==> src/rtl/legendre_derivative_evaluator_defines.svh <==
// Assertion macros for the Legendre derivative evaluator.
// Used by the top level; expects clk and rst_n in scope.
`ifndef LEGENDRE_DERIVATIVE_EVALUATOR_DEFINES_SVH
`define LEGENDRE_DERIVATIVE_EVALUATOR_DEFINES_SVH

// Same-cycle implication, held off during reset.
`define LDE_ASSERT_NOW(lbl, ante, cons, msg) \
  lbl: assert property (@(posedge clk) disable iff (!rst_n) (ante) |-> (cons)) \
    else $error(msg);

// Next-cycle implication, held off during reset.
`define LDE_ASSERT_NXT(lbl, ante, cons, msg) \
  lbl: assert property (@(posedge clk) disable iff (!rst_n) (ante) |=> (cons)) \
    else $error(msg);

`endif

==> src/rtl/lde_pkg.sv <==
// Shared types and constants for the Legendre derivative evaluator.
// No dependencies; used by lde_ctrl, lde_dpath and the top level.
package lde_pkg;

  localparam int MAX_DEGREE = 16;
  localparam int MAX_DERIV  = 2;
  localparam int FRAC_BITS  = 24;

  localparam int POINT_W = 26;
  localparam int DEG_W   = 5;
  localparam int ORD_W   = 2;
  localparam int VAL_W   = 48;

  // Recurrence step coefficients: 2i-1, i-1+k, i-k
  localparam int C1_W = DEG_W + 1;
  localparam int C2_W = DEG_W;
  localparam int DV_W = DEG_W;

  // Radix-256 long division of the step numerator magnitude
  localparam int DIGIT_W    = 8;
  localparam int DIV_DIGITS = 8;
  localparam int NUM_W      = DIGIT_W * DIV_DIGITS;
  localparam int DCNT_W     = $clog2(DIV_DIGITS);

  localparam logic signed [VAL_W-1:0] VAL_MAX = {1'b0, {(VAL_W-1){1'b1}}};
  localparam logic signed [VAL_W-1:0] VAL_MIN = {1'b1, {(VAL_W-1){1'b0}}};

  // (2k-1)!! for k = 0 .. 8
  localparam int DF_LEN   = 9;
  localparam int DF_W     = 22;
  localparam int DF_IDX_W = $clog2(DF_LEN);
  localparam logic [DF_W-1:0] DFACT [DF_LEN] = '{
    22'd1, 22'd1, 22'd3, 22'd15, 22'd105, 22'd945, 22'd10395, 22'd135135, 22'd2027025
  };

  typedef enum logic [3:0] {
    OP_NONE,
    OP_LOAD,
    OP_MLO,
    OP_MHI,
    OP_TSUM,
    OP_D1,
    OP_D2,
    OP_DABS,
    OP_DIV,
    OP_WB,
    OP_EMIT
  } op_t;

  typedef struct packed {
    op_t              op;
    logic [ORD_W-1:0] load_k;
    logic             load_zero;
    logic [C1_W-1:0]  c1;
    logic [C2_W-1:0]  c2;
    logic [DV_W-1:0]  dv;
  } cmd_t;

  typedef struct packed {
    logic out_busy;
  } stat_t;

endpackage

==> src/rtl/lde_ctrl.sv <==
// Sequencer for the Legendre derivative evaluator: walks the recurrence
// steps and issues datapath commands. Depends on lde_pkg.
module lde_ctrl (
  input  logic                      clk,
  input  logic                      rst_n,
  input  logic                      in_tvalid,
  output logic                      in_tready,
  input  logic [lde_pkg::DEG_W-1:0] degree,
  input  logic [lde_pkg::ORD_W-1:0] deriv_order,
  input  lde_pkg::stat_t            stat,
  output lde_pkg::cmd_t             cmd
);

  typedef enum logic [3:0] {
    S_IDLE,
    S_MLO,
    S_MHI,
    S_TSUM,
    S_D1,
    S_D2,
    S_DABS,
    S_DIV,
    S_WB,
    S_DONE
  } state_t;

  state_t                       state_r;
  logic [lde_pkg::DEG_W-1:0]    i_r;
  logic [lde_pkg::DEG_W-1:0]    n_r;
  logic [lde_pkg::ORD_W-1:0]    k_r;
  logic [lde_pkg::DCNT_W-1:0]   dcnt_r;

  logic                         accept;
  logic [lde_pkg::DEG_W-1:0]    n_clip;
  logic [lde_pkg::ORD_W-1:0]    k_clip;

  assign in_tready = (state_r == S_IDLE);
  assign accept    = in_tvalid && in_tready;

  assign n_clip = (degree > lde_pkg::DEG_W'(lde_pkg::MAX_DEGREE)) ?
                  lde_pkg::DEG_W'(lde_pkg::MAX_DEGREE) : degree;
  assign k_clip = (deriv_order > lde_pkg::ORD_W'(lde_pkg::MAX_DERIV)) ?
                  lde_pkg::ORD_W'(lde_pkg::MAX_DERIV) : deriv_order;

  always_comb begin
    cmd           = '0;
    cmd.op        = lde_pkg::OP_NONE;
    cmd.load_k    = k_clip;
    cmd.load_zero = ({{(lde_pkg::DEG_W-lde_pkg::ORD_W){1'b0}}, k_clip} > n_clip);
    cmd.c1        = lde_pkg::C1_W'({i_r, 1'b0} - 1'b1);
    cmd.c2        = lde_pkg::C2_W'(i_r - 1'b1
                    + {{(lde_pkg::DEG_W-lde_pkg::ORD_W){1'b0}}, k_r});
    cmd.dv        = lde_pkg::DV_W'(i_r
                    - {{(lde_pkg::DEG_W-lde_pkg::ORD_W){1'b0}}, k_r});
    unique case (state_r)
      S_IDLE: begin
        if (accept) cmd.op = lde_pkg::OP_LOAD;
      end
      S_MLO:  cmd.op = lde_pkg::OP_MLO;
      S_MHI:  cmd.op = lde_pkg::OP_MHI;
      S_TSUM: cmd.op = lde_pkg::OP_TSUM;
      S_D1:   cmd.op = lde_pkg::OP_D1;
      S_D2:   cmd.op = lde_pkg::OP_D2;
      S_DABS: cmd.op = lde_pkg::OP_DABS;
      S_DIV:  cmd.op = lde_pkg::OP_DIV;
      S_WB:   cmd.op = lde_pkg::OP_WB;
      S_DONE: begin
        if (!stat.out_busy) cmd.op = lde_pkg::OP_EMIT;
      end
      default: cmd.op = lde_pkg::OP_NONE;
    endcase
  end

  always_ff @(posedge clk) begin
    if (!rst_n) begin
      state_r <= S_IDLE;
      dcnt_r  <= '0;
    end else begin
      unique case (state_r)
        S_IDLE: begin
          if (accept) begin
            n_r <= n_clip;
            k_r <= k_clip;
            i_r <= lde_pkg::DEG_W'({{(lde_pkg::DEG_W-lde_pkg::ORD_W){1'b0}}, k_clip}
                   + 1'b1);
            // no recurrence steps when k >= n
            if ({{(lde_pkg::DEG_W-lde_pkg::ORD_W){1'b0}}, k_clip} >= n_clip) begin
              state_r <= S_DONE;
            end else begin
              state_r <= S_MLO;
            end
          end
        end
        S_MLO:  state_r <= S_MHI;
        S_MHI:  state_r <= S_TSUM;
        S_TSUM: state_r <= S_D1;
        S_D1:   state_r <= S_D2;
        S_D2:   state_r <= S_DABS;
        S_DABS: begin
          dcnt_r  <= '0;
          state_r <= S_DIV;
        end
        S_DIV: begin
          dcnt_r <= dcnt_r + 1'b1;
          if (dcnt_r == lde_pkg::DCNT_W'(lde_pkg::DIV_DIGITS - 1)) state_r <= S_WB;
        end
        S_WB: begin
          if (i_r == n_r) begin
            state_r <= S_DONE;
          end else begin
            i_r     <= i_r + 1'b1;
            state_r <= S_MLO;
          end
        end
        S_DONE: begin
          if (!stat.out_busy) state_r <= S_IDLE;
        end
        default: state_r <= S_IDLE;
      endcase
    end
  end

endmodule

==> config.mk <==
export PLATFORM = sky130hd
export DESIGN_NAME = lde_ctrl
export DESIGN_NICKNAME = d
export VERILOG_FILES = /design/src/rtl/legendre_derivative_evaluator_defines.svh /design/src/rtl/lde_pkg.sv /design/src/rtl/lde_ctrl.sv
export SDC_FILE = /design/constraint.sdc
export NUM_CORES = 1
export LEC_CHECK = 0
export ABC_AREA = 1
export BUFFER_PORTS_ARGS = -buffer_cell sky130_fd_sc_hd__buf_2
export CORE_MARGIN = 4
export CORE_UTILIZATION = 50
export DETAILED_ROUTE_END_ITERATION = 8
export PLACE_DENSITY = 0.75
export SLEW_MARGIN = 20
export SYNTH_ARGS = -nofsm -noshare
export SYNTH_HDL_FRONTEND = slang
export SYNTH_SLANG_ARGS = --single-unit
export TNS_END_PERCENT = 30
==> constraint.sdc <==
create_clock -name clk -period 3.4 [get_ports clk]
set_input_delay 0.34 -clock clk [delete_from_list [all_inputs] [get_ports clk]]
set_output_delay 0.34 -clock clk [all_outputs]
set_load 0.01 [all_outputs]
# Word level (Yosys, flattened, before mapping)
# Index checks and enable logic that the tools add are counted.
[word_totals]
output_inout_bits = 24
elab_cells = 53
inputBits = 11
ff_bits = 19
[op_classes]
muxes = 15
add_sub_neg = 7
magnitude_cmp = 4
n_reduce_logical = 7
eq_ne = 15
[op_table]
columns = ["op", "n"]
rows = [
  ["one-hot mux 4 bit (10 select lines)", 2],
  ["2-to-1 mux 4 bit", 6],
  ["equality test 4 x 3 -> 1 bit, second input constant", 4],
  ["2-to-1 mux 5 bit", 3],
  ["one-hot mux 5 bit (2 select lines)", 1],
  ["equality test 4 x 2 -> 1 bit, second input constant", 2],
  ["equality test 4 bit, second input constant", 2],
  ["!= test 2 bit, second input constant", 3],
  ["one-hot mux 3 bit (2 select lines)", 1],
  ["AND reduction 3 bit", 2],
  ["subtractor 6 x 1 -> 6 bit, second input constant", 1],
  ["adder 5 x 1 -> 5 bit, second input constant", 1],
  ["adder 5 x 2 -> 5 bit", 1],
  ["equality test 5 bit", 1],
  [">= comparator 2 x 5 -> 1 bit", 1],
  ["greater-than comparator 2 x 5 -> 1 bit", 1],
  ["greater-than comparator 5 bit, second input constant", 1],
  ["subtractor 5 x 1 -> 5 bit, second input constant", 1],
  ["subtractor 5 x 2 -> 5 bit", 1],
  ["equality test 4 x 1 -> 1 bit, second input constant", 1],
  ["zero test 4 bit", 1],
  ["AND reduction 4 bit", 1],
  ["nonzero test 2 bit", 2],
  ["adder 2 x 1 -> 3 bit, second input constant", 1],
  ["7 further kinds", 7],
]

# Logic depth before layout (Yosys ltp)
# Gate-level depths: netlist (run 1).
[depth]
depth_word = 6
mapped_depth = 11
ltp_nobuf = 11

# Worst setup path after synthesis (run 1)
# OpenSTA, ideal clock, no wires.
[synth_path]
kind = "register to output"
start = "register i_r[1] in the netlist's numbering"
end = "output cmd[8] in the netlist's numbering"
path_stages_with_launch = 8
path_buffers = 0
t_arrival_ns = 1.698
path_slack_ns = 1.362
t_required_ns = 3.060
path_cell_list = "edfxtp_1 -> inv_1 -> ha_1 -> inv_1 -> ha_1 -> inv_1 -> fa_1 -> xor2_1"
[synth_rtl]
columns = ["item", "line_no", "text"]
rows = [
  ["start: declaration", "lde_ctrl.sv:28", "logic [lde_pkg::DEG_W-1:0] i_r;"],
  ["start signal: assignment", "lde_ctrl.sv:84", "i_r <= lde_pkg::DEG_W'({{(lde_pkg::DEG_W-lde_pkg::ORD_W){1'b0}}, k_clip}"],
  ["start signal: assignment", "lde_ctrl.sv:111", "i_r <= i_r + 1'b1;"],
  ["end: declaration", "lde_ctrl.sv:11", "output lde_pkg::cmd_t cmd"],
]

==> results of run 1 <==
-- final timing paths --
check                 start  slack [ns]   endpoint  depth (start not counted)
setup reg to reg     i_r[2]        1.36     i_r[0]                          7
setup / recovery     i_r[1]        0.90     cmd[8]                          8
hold reg to reg   dcnt_r[2]        0.47  dcnt_r[2]                          2
hold / removal    degree[4]        0.26     n_r[4]                          1
-- per-stage QoR --
step	setup WS, ns	hold slack [ns]
after global routing	0.728	0.247
after CTS	0.872	0.252
final	0.899	0.264
after detailed placement	1.20	0.461
after global placement	1.26	0.454
after floorplan	1.36	0.437
-- synthesized netlist by cell type, drive strengths merged --
master / n / area share
ha: 15 / 0.13
and3: 1 / 0.0077
xnor2: 2 / 0.012
a31oi: 1 / 0.0043
a21oi: 11 / 0.037
o21ai: 8 / 0.027
fa: 2 / 0.027
conb: 1 / 0.0025
inv: 38 / 0.097
nor3b: 1 / 0.0051
nand4: 1 / 0.0043
nor3: 3 / 0.018
nand3b: 1 / 0.0051
clkbuf: 2 / 0.0051
edfxtp: 12 / 0.24
dfxtp: 7 / 0.095
nand2: 35 / 0.11
nand3: 4 / 0.014
buf: 2 / 0.010
a41oi: 1 / 0.0060
xor2: 10 / 0.060
nor2: 24 / 0.082
-- power by group --
group          internal (mW)  switching [mW]  total [mW]
logic                 0.0893           0.131       0.220
clock network         0.0437          0.0677       0.111
registers              0.264          0.0210       0.285
-- cells by family (layout without fill, tap and decap cells) --
group,after synthesis,in the layout
adder cells (fa/ha/maj),17,17
flip-flops,19,19
AND/OR/NAND/NOR,70,70
AO/OA/AOI/OAI,21,21
other,1,1
buffers and inverters,42,75
XOR/XNOR,12,12
-- routing by layer --
metal,up-vias,global-route usage
li1,629,-
met2,23,0.278
met5,-,0
met1,529,0.169
met3,2,0.0234
met4,0,0.0488
-- area by class of cell --
| cell class | count | area, µm² | share of cell area |
|---|---|---|---|
| clock inverter | 1 | 5.00 | 0.00298 |
| multi-input combinational | 121 | 806 | 0.480 |
| clock buffer | 3 | 22.5 | 0.0134 |
| inverter | 38 | 143 | 0.0849 |
| timing repair buffer | 33 | 165 | 0.0983 |
| sequential | 19 | 500 | 0.298 |
| tap | 31 | 38.8 | 0.0231 |
-- state kept, by name (all words and copies together), names as in the netlist --
signal	count
dcnt_r	3
i_r	5
k_r	2
n_r	5
state_r	4
-- worst register-to-register path, delay by kind of cell (launching register included) --
family,cells,cell delay [ns]
buffers and inverters,1,0.17
AOI/OAI and AO/OA,1,0.06
DFF,1,0.61
and+or+nand+nor,5,0.82
-- layout by cell type, fill, tap and decap left out, drive strengths merged, types with 4 or more instances in the layout --
master,Yosys,layout
nand2,35,35
dfxtp,7,7
buf,2,33
nand3,4,4
inv,38,38
a21oi,11,11
ha,15,15
nor2,24,24
o21ai,8,8
xor2,10,10
edfxtp,12,12
==> summary.md, run 1 <==
| Metric | Value |
|---|---|
| Initial antenna violation count | `0` |
| Drt initial violations | `33` |
| Fin cells | `roughly 250` |
| Fin. Hold Viols | `0` |
| Floorplan row count | `19` |
| Post-CTS Setup Repair Bufs | `0` |
| WL met3 | `about 110 µm` |
| Post-DR wirelength/cell | `10.9 µm` |
| HPWL after DPL | `2290 µm` |
| Crit-path slowest cell | `edfxtp_1` |
| #FFs+latches synth | `19` |
| Cell area power density | `between 300 and 400 nW/µm²` |
| Startpoint Class | `flip-flop` |
| Number of inserted diodes | `0` |
| Kind of cell adding the most delay to the critical path | `adder cells` |
| Peak VDD IR | `roughly 0.24 mV` |
| Htree depth | `1` |
| Hold_buf cts | `0` |
| Most numerous cell on the critical path | `inv_1` |
| Final Power | `0.617 mW` |
| Status | `complete, no violations` |
| Max-slew violation count | `0` |
| Lkg Pwr | `approximately 0.9 nW` |
| Synth warnings | `0` |
| Post-route minimum period | `approximately 2.5 ns` |
| Wirelength, routed | `about 2700 µm` |
| Final Cycle Share | `0.735` |
| Unrepaired setup endpoints after global routing | `false` |
| CORE AREA | `about 2800 µm²` |
| Worst skew pair latency | `roughly 0.30 ns` |
| Synthesized area | `approximately 1500 µm²` |
| Yosys cell types | `29` |
| Synthesized area per cell | `approximately 8.1 µm²` |
| Share of layout cells above drive strength 1 | `0.242` |
| Crit end category | `primary output` |
| Largest family of logic cells by synthesized area | `simple AND/OR/NAND/NOR gates` |
| Fillers | `between 200 and 300` |
| Post-DP Area | `around 1700 µm²` |
| Min-delay worst type | `in2reg` |
| Final ANT Viol Nets | `0` |
| DRT met1 WL | `~1200 µm` |
| Global-route wire length before repair | `approximately 4800 µm` |
| Clock skew | `around 0.016 ns` |
| Compound-Gate Fraction of Synth Area | `0.0748` |
| IO Port Bufs | `33` |
| Final Core Density | `0.604` |
| IO Count | `35` |
| Area Overhead vs Synth | `14.2%` |
| Synth Area in XOR/XNOR | `0.0714` |
| WS Path Type | `reg2out` |
| GRT overflow | `0` |
| Req. time, crit path | `between 3 and 4 ns` |
| Final Setup Violations | `0` |
| DR vias/cell | `roughly 4.8` |
| Vias in the first global route | `around 1100` |
| Synth Area in Simple Gates | `0.244` |
| Routed wl met2 | `between 1000 and 1500 µm` |
| Slew of the pin with the lowest slew margin | `0.764 ns` |
| Starting Density | `0.529` |
| Vias | `about 1200` |
| Final TNS setup | `0 ns` |
| Worst-path cell chain | `inv_1 > ha_1 > inv_1 > ha_1 > inv_1 > fa_1 > xor2_1 > buf_2` |
| TritonRoute pass-1 iters | `4` |
| Crit Path Max Fanout | `5` |
| CP bufs+invs | `4` |
| Maximum single-stage delay on the critical path | `about 0.46 ns` |
| Top sig layer | `met4` |
| Die Span Y | `between 60 and 70 µm` |
| DRC viols | `0` |
| Fmax | `around 0.4 GHz` |
| Post-Syn Nets | `210` |
| GR Util All Layers | `0.149` |
| Cells after DPL | `roughly 240` |
| Die width | `approximately 62 µm` |
| Num CTS Buffers | `3` |
| Fin nets | `between 200 and 250` |
| Max-slew headroom | `0.487` |
| CP Data Arrival Time | `~2.2 ns` |
| Post-synthesis mux area share | `0` |
| GP Congestion | `roughly 0.80` |
| Die area | `around 3900 µm²` |
| TritonCTS clock tree | `built` |
| # Max-Cap Violations | `0` |
| Final Cell Area | `~1700 µm²` |
| Post-CTS sizing | `0` |
| Root buf cell | `clkbuf_4` |
| Sequential cell area fraction in the yosys report | `0.340` |
| Post-Syn Instances | `between 150 and 200` |
| Adder-cell area share of the yosys netlist | `0.155` |
| Largest net degree at the start of global routing | `12` |
| Maximum root-to-sink buffer count | `2` |
| Clock sink count | `19` |
| Clock transition at path regs | `approximately 0.12 ns` |
No activity file was read; power rests on OpenSTA's default activity.
==> run 2: changes to the inputs <==
ABC_AREA = 0   (was 1)
CORE_UTILIZATION = 48   (was 50)
clock period = 2.1 ns   (was 3.4 ns; I/O delays follow)
==> summary.md, run 2 <==
| Metric | Value |
|---|---|
| Floorplan row count | `19 (unchanged)` |
| DRC viols | `0 (unchanged)` |
| Cell area power density | `838 nW/µm² (+130%)` |
| GR Util All Layers | `0.165 (+0.0161)` |
| Largest cells by area after synthesis | `edfxtp_1, ha_1, dfxtp_1` |
| Failing checks | `setup timing` |
| TritonRoute pass-1 iters | `4 (unchanged)` |
| R2R setup slack | `0.30 ns (-1.06 ns)` |
| # Max-Cap Violations | `0 (unchanged)` |
| Sequential cell area fraction in the yosys report | `0.340 (-0.000577)` |
| Clock transition at path regs | `0.09 ns (-0.03 ns)` |
| Req. time, crit path | `1.89 ns (-1.17 ns)` |
| Post-synthesis mux area share | `0 (unchanged)` |
| Vias in the first global route | `1245 (+9.1%)` |
| IO Port Bufs | `33 (unchanged)` |
| Compound-Gate Fraction of Synth Area | `0.116 (+0.0415)` |
| Max-slew violation count | `0 (unchanged)` |
| Worst Hold End | `n_r[4]` |
| Adder-cell area share of the yosys netlist | `0.154 (-0.000263)` |
| Fmax | `between 0.4 and 0.5 GHz` |
| Lkg Pwr | `0.825 nW (-8.3%)` |
| Worst r2r src | `i_r[2]` |
| Worst-path cell chain | `inv_2 > ha_4 > inv_2 > ha_4 > inv_2 > fa_2 > inv_2 > buf_6` |
| Largest family of logic cells by synthesized area | `simple AND/OR/NAND/NOR gates` |
| Min-delay worst type | `in2reg` |
| Die area | `4020 µm² (+3.8%)` |
| Setup WS post-layout | `-0.0123 ns (-0.912 ns)` |
| HPWL after DPL | `2470 µm (+7.8%)` |
| Synth Area in XOR/XNOR | `0.0891 (+0.0177)` |
| Unrepaired setup endpoints after global routing | `true` |
| Most numerous cell on the critical path | `inv_2` |
| CP bufs+invs | `5 (+1)` |
| Area of the multi-input gates | `896 µm² (+11%)` |
| Status | `finished with violations` |
| Most frequent cell after synthesis | `inv_1` |
| Clock skew | `0.00891 ns (-0.00664 ns)` |
| Gr busiest metal | `met2` |
| Worst Hold Path Cells | `1 (unchanged)` |
| R2r worst-path depth | `5 (-2)` |
| Startpoint Class | `flip-flop` |
| Met1 Use GR | `0.187 (+0.0175)` |
| Final ANT Viol Nets | `0 (unchanged)` |
| Max-slew headroom | `0.650 (+0.163)` |
| Synth warnings | `0 (unchanged)` |
| Crit end category | `primary output` |
| Post-DP Area | `1640 µm² (-0.76%)` |
| Final Cell Area | `1790 µm² (+6.8%)` |
| Wirelength, routed | `3140 µm (+17%)` |
| Root buf cell | `clkbuf_4` |
| Post-Syn Nets | `193 (-8.1%)` |
| GR Util met2 | `0.319 (+0.0409)` |
| Post-DR wirelength/cell | `13.3 µm (+22%)` |
| Number of inserted diodes | `0 (unchanged)` |
| Num CTS Buffers | `3 (unchanged)` |
| CORE AREA | `2850 µm² (+2.6%)` |
| Htree depth | `1 (unchanged)` |
| Hold_buf cts | `0 (unchanged)` |
| Drt initial violations | `22 (-33%)` |
| Share of layout cells above drive strength 1 | `0.332 (+0.0898)` |
| Die width | `63.4 µm (+1.9%)` |
| Hold_sp | `degree[4]` |
| Final Power | `1.50 mW (+140%)` |
| Seq. cell area | `500 µm² (unchanged)` |
| Crit-path slowest cell | `fa_2` |
| CP Data Arrival Time | `1.90 ns (-0.26 ns)` |
| GRT overflow | `0 (unchanged)` |
| Final Setup Violations | `1 (+1)` |
| Most frequent cells in the layout | `buf_2, nand2_1` |
| Final Cycle Share | `1.01` |
| Number of flops mapped to enable cells by yosys | `12 (unchanged)` |
| Worst skew pair latency | `0.29 ns (about the same)` |
| Post-route minimum period | `2.11 ns` |
| Crit Path Max Fanout | `2 (-3)` |
| WS Path Type | `reg2out` |
| Maximum root-to-sink buffer count | `2 (unchanged)` |
| Share of the synthesized area in the top cell type | `0.244 (-0.000416)` |
| Async SR Flop Fraction | `0 (unchanged)` |
| IO Count | `35 (unchanged)` |
| GP Congestion | `0.765 (-4.2%)` |
| Peak VDD IR | `0.397 mV (+63%)` |
| Die Span Y | `63.4 µm (+1.9%)` |
| Fin. Hold Viols | `0 (unchanged)` |
| Synth Area in Simple Gates | `0.214 (-0.0301)` |
| Synthesized area | `1470 µm² (+0.17%)` |
| Yosys cell types | `36 (+24%)` |
| Area Overhead vs Synth | `21.7%` |
| Synthesized area per cell | `8.93 µm² (+10%)` |
| Global-route wire length before repair | `5370 µm (+13%)` |
| Fillers | `249 (-9.5%)` |
| Starting Density | `0.517 (-0.0123)` |
| DR vias/cell | `5.24 (+9.0%)` |
| #FFs+latches synth | `19 (unchanged)` |
| Clock sink count | `19 (unchanged)` |
| Biggest regs | `i_r x5, n_r x5, state_r x4` |
| Post-Syn Instances | `165 (-9.3%)` |
| Kind of cell adding the most delay to the critical path | `adder cells` |
| Commonest non-fill, non-tap cell in the layout | `buf_2` |
| Top cell type by total area after synthesis | `edfxtp_1` |
| Top cells by count, synth | `inv_1, ha_1, nand2_1, edfxtp_1` |
| GR Util met3 | `0.0249 (+0.00144)` |
| Maximum single-stage delay on the critical path | `0.52 ns (+0.06 ns)` |
| Top FF cell, synth | `edfxtp_1` |
| Largest net degree at the start of global routing | `18 (+6)` |
| Fin nets | `234 (-4.1%)` |
| TritonCTS clock tree | `built` |
| Vias | `1237 (+4.6%)` |
| R2r endpoint | `i_r[0]` |
| Slew of the pin with the lowest slew margin | `0.525 ns (-0.239 ns)` |
| Initial antenna violation count | `0 (unchanged)` |
[run 2: cell types whose count changed in the layout (fill, tap and decap cells not counted), sizes merged, moves of 3 or more]
cell    delta
buf       +12
inv       -19
nand2     -22
nand2b    +10
nor2      -14
nor2b      +3
xnor2      +6
xor2       -3
[run 2: layout make-up]
type                       instances  share of cell area
tap                               31              0.0216
multi-input combinational        118               0.499
timing repair buffer              45               0.146
inverter                          19              0.0397
sequential                        19               0.279
clock buffer                       4              0.0146
[run 2: how the worst max path moves through the flow]
stage | start | endpoint | depth (start not counted)
6_report | i_r[1] | cmd[7] | 8
5_1_grt | i_r[1] | cmd[7] | 8
4_1_cts | k_r[1] | cmd[7] | 8
3_5_place_dp | i_r[1] | cmd[8] | 8
3_3_place_gp | i_r[1] | cmd[8] | 8
2_1_floorplan | i_r[1] | cmd[8] | 7
[run 2: timing repair]
action	CTS	global route
cloned	0	0
gates resized for setup	8	7
setup buffers	3	7
hold endpoints to repair	0	0
setup endpoints to repair	4	4
pin swaps	2	5
[run 2: through the flow]
| stage | TNS (ns) | setup WS [ns] | hold WS (ns) | cells | util |
|---|---|---|---|---|---|
| after floorplan | 0 | 0.189 | 0.332 | 165 | - |
| after global placement | 0 | 0.193 | 0.456 | 222 | 0.575 |
| after detailed placement | 0 | 0.127 | 0.466 | 222 | 0.575 |
| after CTS | 0 | 0.00587 | 0.172 | 229 | 0.602 |
| after global routing | -0.163 | -0.0905 | 0.171 | 236 | 0.629 |
| final | -0.0123 | -0.0123 | 0.180 | 236 | 0.629 |
[run 2: metal layers]
layer | up-vias | part of all wire
met3 | 2 | 0.043
met5 | - | 0
li1 | 627 | -
met4 | 0 | 0.0061
met1 | 578 | 0.40
met2 | 30 | 0.55
[run 2: report_power, final]
group	internal (mW)	total [mW]	switching [mW]
sequential	0.465	0.573	0.108
clock	0.0737	0.173	0.0997
combinational	0.354	0.758	0.404
total	0.893	1.50	0.612
[run 2: kinds of logic (layout without fill, tap and decap cells)]
logic type      after synthesis  count (layout)
other cells                   1               1
flops                        19              19
xor+xnor                     15              15
buf+inv                      28              68
compound gates               29              29
fa+ha+maj                    17              17
simple gates                 56              56
==> run 3: changes to the inputs <==
MAX_ROUTING_LAYER = met4   (was not set)
==> summary.md, run 3 (synthesis results as in run 2) <==
| Metric | Value |
|---|---|
| Die area | `4020 µm² (unchanged)` |
| Final ANT Viol Nets | `0 (unchanged)` |
| Die Span Y | `63.4 µm (unchanged)` |
| Starting Density | `0.517 (unchanged)` |
| Worst Hold Path Cells | `1 (unchanged)` |
| Max-slew headroom | `0.651 (+0.00158)` |
| # Max-Cap Violations | `0 (unchanged)` |
| Biggest regs | `i_r x5, n_r x5, state_r x4` |
| Fin. Hold Viols | `0 (unchanged)` |
| HPWL after DPL | `2470 µm (unchanged)` |
| DR vias/cell | `5.25 (+0.24%)` |
| Kind of cell adding the most delay to the critical path | `adder cells` |
| Root buf cell | `clkbuf_4` |
| Final Cycle Share | `1.01 (about the same)` |
| Initial antenna violation count | `0 (unchanged)` |
| Fillers | `249 (unchanged)` |
| Gr busiest metal | `met2` |
| Slew of the pin with the lowest slew margin | `0.523 ns (-0.00238 ns)` |
| Crit-path slowest cell | `fa_2` |
| GP Congestion | `0.775 (+1.3%)` |
| Unrepaired setup endpoints after global routing | `true` |
| Peak VDD IR | `0.398 mV (+0.13%)` |
| Maximum single-stage delay on the critical path | `0.52 ns (about the same)` |
| R2r endpoint | `i_r[0]` |
| Met1 Use GR | `0.191 (+0.00447)` |
| Lkg Pwr | `0.825 nW (unchanged)` |
| Clock skew | `0.00879 ns (-0.000116 ns)` |
| Most frequent cells in the layout | `buf_2, nand2_1` |
| Crit Path Max Fanout | `2 (unchanged)` |
| Worst-path cell chain | `inv_2 > ha_4 > inv_2 > ha_4 > inv_2 > fa_2 > inv_2 > buf_6` |
| Num CTS Buffers | `3 (unchanged)` |
| IO Count | `35 (unchanged)` |
| Vias in the first global route | `1243 (-0.16%)` |
| GR Util met2 | `0.318 (-0.00130)` |
| Final Power | `1.51 mW (about the same)` |
| Min-delay worst type | `in2reg` |
| TritonCTS clock tree | `built` |
| IO Port Bufs | `33 (unchanged)` |
| Fin cells | `236 (unchanged)` |
| CP bufs+invs | `5 (unchanged)` |
| TritonRoute pass-1 iters | `4 (unchanged)` |
| Status | `finished with violations` |
| Crit end category | `primary output` |
| Cells after DPL | `222 (unchanged)` |
| Fin nets | `234 (unchanged)` |
| DRC viols | `0 (unchanged)` |
| WP depth | `8 (unchanged)` |
| CP startpoint | `i_r[1]` |
| Clock sink count | `19 (unchanged)` |
| Max-slew violation count | `0 (unchanged)` |
| Largest net degree at the start of global routing | `18 (unchanged)` |
| Final Setup Violations | `1 (unchanged)` |
| WS Path Type | `reg2out` |
| Maximum root-to-sink buffer count | `2 (unchanged)` |
| Wirelength, routed | `3140 µm (+0.13%)` |
| Worst skew pair latency | `0.29 ns (about the same)` |
| Htree depth | `1 (unchanged)` |
| Die width | `63.4 µm (unchanged)` |
| Final Core Density | `0.629 (unchanged)` |
| Req. time, crit path | `1.89 ns (about the same)` |
| Setup crit end | `cmd[7]` |
| Post-DR wirelength/cell | `13.3 µm (+0.13%)` |
| Failing checks | `setup timing` |
| Startpoint Class | `flip-flop` |
| Share of layout cells above drive strength 1 | `0.332 (unchanged)` |
| Commonest non-fill, non-tap cell in the layout | `buf_2` |
| Floorplan row count | `19 (unchanged)` |
| Cell area power density | `839 nW/µm² (about the same)` |
| Global-route wire length before repair | `5380 µm (+0.13%)` |
| CP Data Arrival Time | `1.90 ns (about the same)` |
| GRT overflow | `0 (unchanged)` |
| Fmax | `0.473 GHz (about the same)` |
| Clock transition at path regs | `0.09 ns (about the same)` |
| Worst r2r src | `i_r[2]` |
| GR Util met3 | `0.0231 (-0.00178)` |
| Area Overhead vs Synth | `21.7% (unchanged)` |
| Post-route minimum period | `2.11 ns (+0.0000915 ns)` |
| Vias | `1240 (+0.24%)` |
| Setup WS post-layout | `-0.0124 ns (-0.0000915 ns)` |
| Most numerous cell on the critical path | `inv_2` |
| R2r worst-path depth | `5 (unchanged)` |
| Number of inserted diodes | `0 (unchanged)` |
| GR Util All Layers | `0.171 (+0.00535)` |
| CORE AREA | `2850 µm² (unchanged)` |
| Drt initial violations | `26 (+18%)` |
| R2R setup slack | `0.30 ns (about the same)` |
run 3: worst reg2reg max path: cells and delay by family (launching register included):
| family | cells | cell delay, ns |
|---|---|---|
| buffers and inverters | 1 | 0.18 |
| and+or+nand+nor | 2 | 0.21 |
| AOI/OAI and AO/OA | 2 | 0.57 |
| DFF | 1 | 0.49 |
run 3: how the worst min path moves through the flow:
stage | start | endpoint | slack (ns)
after global routing | deriv_order[1] | k_r[1] | 0.17
after global placement | dcnt_r[1] | dcnt_r[1] | 0.46
after CTS | deriv_order[1] | k_r[1] | 0.17
final | degree[4] | n_r[4] | 0.18
after detailed placement | deriv_order[1] | k_r[1] | 0.47
after floorplan | rst_n | dcnt_r[0] | 0.33
run 3: layer usage:
layer,share of wire,vias up
li1,-,627
met1,0.41,582
met2,0.55,29
met3,0.035,2
met4,0.0061,0
met5,0,-
run 3: power breakdown:
| part | leakage (nW) | switching (mW) | internal [mW] |
|---|---|---|---|
| combinational | 0.642 | 0.405 | 0.354 |
| clock | 0.0150 | 0.0998 | 0.0737 |
| sequential | 0.168 | 0.108 | 0.465 |
| total | 0.825 | 0.613 | 0.893 |
run 3: per-stage QoR:
stage	setup WS (ns)	TNS [ns]	area [µm²]	hold slack, ns
after floorplan	0.189	0	1470	0.332
after global placement	0.193	0	1640	0.456
after detailed placement	0.127	0	1640	0.466
after CTS	0.00587	0	1720	0.172
after global routing	-0.0905	-0.163	1790	0.171
final	-0.0124	-0.0124	1790	0.179
run 3: area by class of cell:
class / count / area (µm²) / area share
well taps: 31 / 38.8 / 0.0216
repair buffers: 45 / 262 / 0.146
flip-flops and latches: 19 / 500 / 0.279
clock buffers: 4 / 26.3 / 0.0146
multi-input cells: 118 / 896 / 0.499
inverters: 19 / 71.3 / 0.0397
run 3: repair_timing:
action / 4_1_cts / 5_1_grt
hold endpoints to repair: 0 / 0
buffers inserted: 3 / 7
gates resized for setup: 8 / 7
hold buffers: 0 / 0
pin swaps: 2 / 5
endpoints found under the setup margin: 4 / 4
